## src/rtl/core/ddo_pkg.sv

```systemverilog
`timescale 1ns / 1ps
package ddo_pkg;

  localparam int CORDIC_STEPS = 24;
  localparam int DIV_STEPS    = 64;
  localparam int ITER_W       = 6;
  localparam int CFG_IDX_W    = 8;

  localparam logic [31:0] MPT_RESET   = 32'd1756856;
  localparam logic [31:0] ITW_RESET   = 32'd93206756;
  localparam logic [31:0] CORDIC_GAIN = 32'd2608131496;
  localparam logic [31:0] RAD_TO_BIN  = 32'd2734261102;
  localparam logic [31:0] US_PER_S    = 32'd1000000;

  localparam logic [CFG_IDX_W-1:0] REG_MPT = CFG_IDX_W'(0);
  localparam logic [CFG_IDX_W-1:0] REG_ITW = CFG_IDX_W'(1);

  typedef enum logic [11:0] {
    S_IDLE  = 12'b0000_0000_0001,
    S_MUL0  = 12'b0000_0000_0010,
    S_MUL1  = 12'b0000_0000_0100,
    S_MUL2  = 12'b0000_0000_1000,
    S_MUL3  = 12'b0000_0001_0000,
    S_SUM   = 12'b0000_0010_0000,
    S_CPREP = 12'b0000_0100_0000,
    S_CITER = 12'b0000_1000_0000,
    S_CFIN  = 12'b0001_0000_0000,
    S_DIV   = 12'b0010_0000_0000,
    S_DFIN  = 12'b0100_0000_0000,
    S_OUT   = 12'b1000_0000_0000
  } state_t;

  typedef enum logic [3:0] {
    ST_DL, ST_DR, ST_RAD, ST_DTH, ST_G1Y, ST_C1,
    ST_G2X, ST_G2Y, ST_C2, ST_VX, ST_VY, ST_VTH
  } step_t;

  typedef struct packed {
    state_t             phase;
    step_t              step;
    logic [ITER_W-1:0]  iter;
  } cmd_t;

  typedef struct packed {
    logic have_prev;
    logic dt_zero;
    logic out_free;
  } sts_t;

  function automatic logic [31:0] atan_bin(input logic [4:0] i);
    logic [31:0] r;
    case (i)
      5'd0:  r = 32'd536870912;
      5'd1:  r = 32'd316933406;
      5'd2:  r = 32'd167458907;
      5'd3:  r = 32'd85004756;
      5'd4:  r = 32'd42667331;
      5'd5:  r = 32'd21354465;
      5'd6:  r = 32'd10679838;
      5'd7:  r = 32'd5340245;
      5'd8:  r = 32'd2670163;
      5'd9:  r = 32'd1335087;
      5'd10: r = 32'd667544;
      5'd11: r = 32'd333772;
      5'd12: r = 32'd166886;
      5'd13: r = 32'd83443;
      5'd14: r = 32'd41722;
      5'd15: r = 32'd20861;
      5'd16: r = 32'd10430;
      5'd17: r = 32'd5215;
      5'd18: r = 32'd2608;
      5'd19: r = 32'd1304;
      5'd20: r = 32'd652;
      5'd21: r = 32'd326;
      5'd22: r = 32'd163;
      5'd23: r = 32'd81;
      5'd24: r = 32'd41;
      5'd25: r = 32'd20;
      5'd26: r = 32'd10;
      5'd27: r = 32'd5;
      5'd28: r = 32'd3;
      5'd29: r = 32'd1;
      5'd30: r = 32'd1;
      default: r = 32'd0;
    endcase
    return r;
  endfunction

endpackage

```

## src/rtl/core/ddo_ctrl.sv

```systemverilog
`timescale 1ns / 1ps
module ddo_ctrl (
  input  logic          clk,
  input  logic          rst_n,
  input  logic          in_tvalid,
  output logic          in_tready,
  input  ddo_pkg::sts_t sts,
  output ddo_pkg::cmd_t cmd
);
  import ddo_pkg::*;

  state_t            state_r, state_nxt;
  step_t             step_r, step_nxt;
  logic [ITER_W-1:0] cnt_r, cnt_nxt;

  assign in_tready = (state_r == S_IDLE);
  assign cmd.phase = state_r;
  assign cmd.step  = step_r;
  assign cmd.iter  = cnt_r;

  always_comb begin
    state_nxt = state_r;
    step_nxt  = step_r;
    cnt_nxt   = cnt_r;
    unique case (state_r)
      S_IDLE: begin
        if (in_tvalid) begin
          step_nxt  = ST_DL;
          state_nxt = sts.have_prev ? S_MUL0 : S_OUT;
        end
      end
      S_MUL0: state_nxt = S_MUL1;
      S_MUL1: state_nxt = S_MUL2;
      S_MUL2: state_nxt = S_MUL3;
      S_MUL3: begin
        state_nxt = S_MUL0;
        unique case (step_r) inside
          ST_DL:  step_nxt = ST_DR;
          ST_DR:  state_nxt = S_SUM;
          ST_RAD: step_nxt = ST_DTH;
          ST_DTH: step_nxt = ST_G1Y;
          ST_G1Y: begin
            step_nxt  = ST_C1;
            state_nxt = S_CPREP;
          end
          ST_G2X: step_nxt = ST_G2Y;
          ST_G2Y: begin
            step_nxt  = ST_C2;
            state_nxt = S_CPREP;
          end
          ST_VX, ST_VY, ST_VTH: begin
            state_nxt = S_DIV;
            cnt_nxt   = '0;
          end
          default: state_nxt = S_IDLE;
        endcase
      end
      S_SUM: begin
        step_nxt  = ST_RAD;
        state_nxt = S_MUL0;
      end
      S_CPREP: begin
        cnt_nxt   = '0;
        state_nxt = S_CITER;
      end
      S_CITER: begin
        if (cnt_r == ITER_W'(CORDIC_STEPS - 1)) state_nxt = S_CFIN;
        else cnt_nxt = cnt_r + 1'b1;
      end
      S_CFIN: begin
        if (step_r == ST_C1) begin
          step_nxt  = ST_G2X;
          state_nxt = S_MUL0;
        end else if (sts.dt_zero) begin
          state_nxt = S_OUT;
        end else begin
          step_nxt  = ST_VX;
          state_nxt = S_MUL0;
        end
      end
      S_DIV: begin
        if (cnt_r == ITER_W'(DIV_STEPS - 1)) state_nxt = S_DFIN;
        else cnt_nxt = cnt_r + 1'b1;
      end
      S_DFIN: begin
        state_nxt = S_MUL0;
        unique case (step_r)
          ST_VX:   step_nxt = ST_VY;
          ST_VY:   step_nxt = ST_VTH;
          default: state_nxt = S_OUT;
        endcase
      end
      S_OUT: begin
        if (sts.out_free) state_nxt = S_IDLE;
      end
      default: state_nxt = S_IDLE;
    endcase
  end

  always_ff @(posedge clk) begin
    if (!rst_n) begin
      state_r <= S_IDLE;
      step_r  <= ST_DL;
      cnt_r   <= '0;
    end else begin
      state_r <= state_nxt;
      step_r  <= step_nxt;
      cnt_r   <= cnt_nxt;
    end
  end

  a_first_goes_out: assert property (@(posedge clk) disable iff (!rst_n)
    (state_r == S_IDLE && in_tvalid && !sts.have_prev) |=> state_r == S_OUT)
    else $error("first sample did not go straight to output");

  a_cordic_bound: assert property (@(posedge clk) disable iff (!rst_n)
    state_r == S_CITER |-> cnt_r < ITER_W'(CORDIC_STEPS))
    else $error("cordic iteration count overrun");

  a_div_starts_clean: assert property (@(posedge clk) disable iff (!rst_n)
    (state_r == S_MUL3 && (step_r == ST_VX || step_r == ST_VY || step_r == ST_VTH))
      |=> (state_r == S_DIV && cnt_r == '0))
    else $error("divider not started from zero");

endmodule

```

## config.mk

```make
export PLATFORM = sky130hd
export DESIGN_NAME = ddo_ctrl
export DESIGN_NICKNAME = d
export VERILOG_FILES = /design/src/rtl/core/ddo_pkg.sv /design/src/rtl/core/ddo_ctrl.sv
export SDC_FILE = /design/constraint.sdc
export NUM_CORES = 1
export LEC_CHECK = 0
export BUFFER_PORTS_ARGS = -buffer_cell sky130_fd_sc_hd__buf_2
export CORE_ASPECT_RATIO = 1.1
export CORE_MARGIN = 3
export CORE_UTILIZATION = 58
export CTS_BUF_LIST = sky130_fd_sc_hd__clkbuf_4
export CTS_CLUSTER_DIAMETER = 80
export DETAILED_ROUTE_END_ITERATION = 10
export PLACE_DENSITY_LB_ADDON = 0.2
export SLEW_MARGIN = 20
export SYNTH_ARGS = -nofsm -noshare
export SYNTH_HDL_FRONTEND = slang
export SYNTH_SLANG_ARGS = --single-unit
```

## constraint.sdc

```tcl
create_clock -name clk -period 5.6 [get_ports clk]
set_input_delay 0.56 -clock clk [delete_from_list [all_inputs] [get_ports clk]]
set_output_delay 0.56 -clock clk [all_outputs]
set_load 0.01 [all_outputs]
```

==> impl_metrics.ini <==
[die]
core_area_mm2 = 0.00234
die_w_um = 54.4
rows = 18
dieArea_mm2 = 0.00323
ios = 29
die_h_um = 59.3
start_util = 0.639

[drt]
drt_wl_total_um = 3900
drc_errors = 0
highest_layer = met4
avgViaCountPerCell = 6.58
drt_iter0_drc = 71
wl_met1_um = 1730
wire_per_inst_um = 16.8
route.met2.wl_um = 1870
final_antenna_net_count = 0
vias = 1533
met3_length_um = 281
firstDrtPassIters = 4

[sta]
relSlewSlack = 0.287
max_slew.worst_pin.slew_ns = 1.06
timing.final.crit_share = 0.450
setup_viol = 0
min_period_ns = 2.52
rsz0062_at_grt = false
tns_ns = 0
skew_ns = 0.00974
hold_viol_final = 0
drv_slew = 0
clock.fmax_mhz = 397
worst_slack_ns = 3.08

[synthesis]
syn_area_mm2 = 0.00150
ys_ff_latch = 22
syn_inst = 182
synthTopCellsByArea = dfxtp_1, nand2_1, nand2b_1
synth_commonest_cells = dfxtp_1, nand2_1, nor2_1, a21oi_1, nand3_1
synth_top_area_share = 0.294
ys_seq_area_frac = 0.294
synth_edf_count = 0
yosysMostFrequentCell = dfxtp_1
syn_nets = 189
yosys_warnings = 0
synth_flop_cell = dfxtp_1
async_flop_share = 0
yosys.cell_types.count = 52
synth_area_per_cell_um2 = 8.22
yosysTopAreaCell = dfxtp_1

[cells_and_area]
fin_nets = 211
fillers = 199
final_layout_size_suffix_gt1_frac = 0.222
fin_area_mm2 = 0.00168
syn2layout_area_growth_pct = 12.1
diodes = 0
finish.utilization = 0.716

[global_route]
grt_pass1_wl_um = 6220
grt_overflow_total = 0
track_usage = 0.265
grt_start_max_net_pins = 15
grt_pass1_vias = 1313
antenna_found_initial = 0

[placement]
hpwlAfterDp_um = 2900
gp_congestion = 0.915
dpl_cell_area_mm2 = 0.00163
portBuffers = 28
dpl_worst_slack_ns = 3.17

[cts]
ctsHoldBuffers = 0
clkTransAtPathRegs_ns = 0.13
cts.sinks = 22
root_buffer = clkbuf_4
clkLatencyLatePin_ns = 0.32
htreeDepth = 1
cts_setup_buffers = 0
clock_path_buffers = 2
numCtsBuffers = 3
cts-resized-gates = 0
cts_tree = built

[worst_setup_path]
slowest_delay_ns = 0.93
start_kind = flop
arrival_ns = 2.71
crit_type = reg -> reg
slowest_stage = nor4_2
worst-path-buf-inv = 0
end_kind = flop
crit_required_ns = 5.79
cpLargestDelayFamily = simple AND/OR/NAND/NOR gates
cp_max_fo = 12
cp_cell_sequence = nor4_2 > nand3_2 > o311ai_4 > and3_1 > a311oi_1

[power_and_ir_drop]
p_comb_frac = 0.338
p_switching_uw = 186
seq_power_share = 0.414
p_leak_uw = 0.000601
p_total_uw = 501
powerDensity_mw_per_mm2 = 299
peakVddDrop_mv = 0.288
clock_power_share = 0.248
p_int_uw = 315
switching_share = 0.372

[status]
status = completed

[run]
max_cap_viol_count = 0

[worst_hold_path]
hold_class = reg -> reg
## cell type report
cell class / instances / area, µm² / share of cell area
Tap cell: 30 / 37.5 / 0.0224
Sequential cell: 22 / 440 / 0.262
Inverter: 5 / 18.8 / 0.0112
Clock inverter: 1 / 30.0 / 0.0179
Timing Repair Buffer: 28 / 140 / 0.0835
Clock buffer: 3 / 22.5 / 0.0134
Multi-Input combinational cell: 144 / 988 / 0.589
## routing by layer
layer  global-route usage  up-vias
li1                     -      745
met1                0.367      714
met2                0.415       71
met3               0.0529        3
met4               0.0676        0
met5                    0        -
## cells by family after synthesis
family | share of synthesized area
adders and majority gates | 0.00836
xor gates and xnor gates | 0.0351
muxes | 0.00669
and+or+nand+nor | 0.360
buffers and inverters | 0.0452
DFF | 0.294
AOI/OAI and AO/OA | 0.250
## worst paths after layout
kind / end / cells after the start / start / slack, ns
hold reg to reg: cnt_r[1] / 2 / cnt_r[1] / 0.51
setup reg to reg: step_r[1] / 5 / state_r[0] / 3.08
setup / recovery: step_r[1] / 5 / state_r[0] / 3.08
hold / removal: cnt_r[1] / 2 / cnt_r[1] / 0.51
## state kept, by name (all words and copies together), names as in the netlist
register,cells
cnt_r,6
state_r,12
step_r,4
## metrics by stage
step,instances,hold WS [ns]
6_report,233,0.512
5_1_grt,233,0.531
4_1_cts,233,0.516
3_5_place_dp,229,0.499
3_3_place_gp,229,0.496
2_1_floorplan,182,0.510
## worst reg2reg max path: stages, from the launching register on
cell,delay [ns]
dfxtp_1,0.37
nor4_2,0.93
nand3_2,0.35
o311ai_4,0.37
and3_1,0.27
a311oi_1,0.11
## layout by cell type, fill, tap and decap left out, drive strengths merged, types with 3 or more instances in the layout
master,netlist,final
nor2,11,11
dfxtp,22,22
nand3,10,10
and3,3,3
clkbuf,5,3
nor4b,6,6
o311ai,3,3
a31oi,4,4
xor2,5,5
buf,6,28
a211oi,4,4
inv,5,5
nand2,16,16
nor4,8,8
a21oi,9,9
o21ai,11,11
nor3,8,8
a311oi,5,5
nand2b,8,8
nand4,5,5
## power groups by stage
stage	clock network [µW]	logic [µW]	registers [µW]
after CTS	125	167	207
after detailed placement	0	166	210
after global routing	132	186	213
after global placement	0	161	209
final	124	169	208
after floorplan	0	142	193
Note: power is estimated with default switching activity, not from simulation.
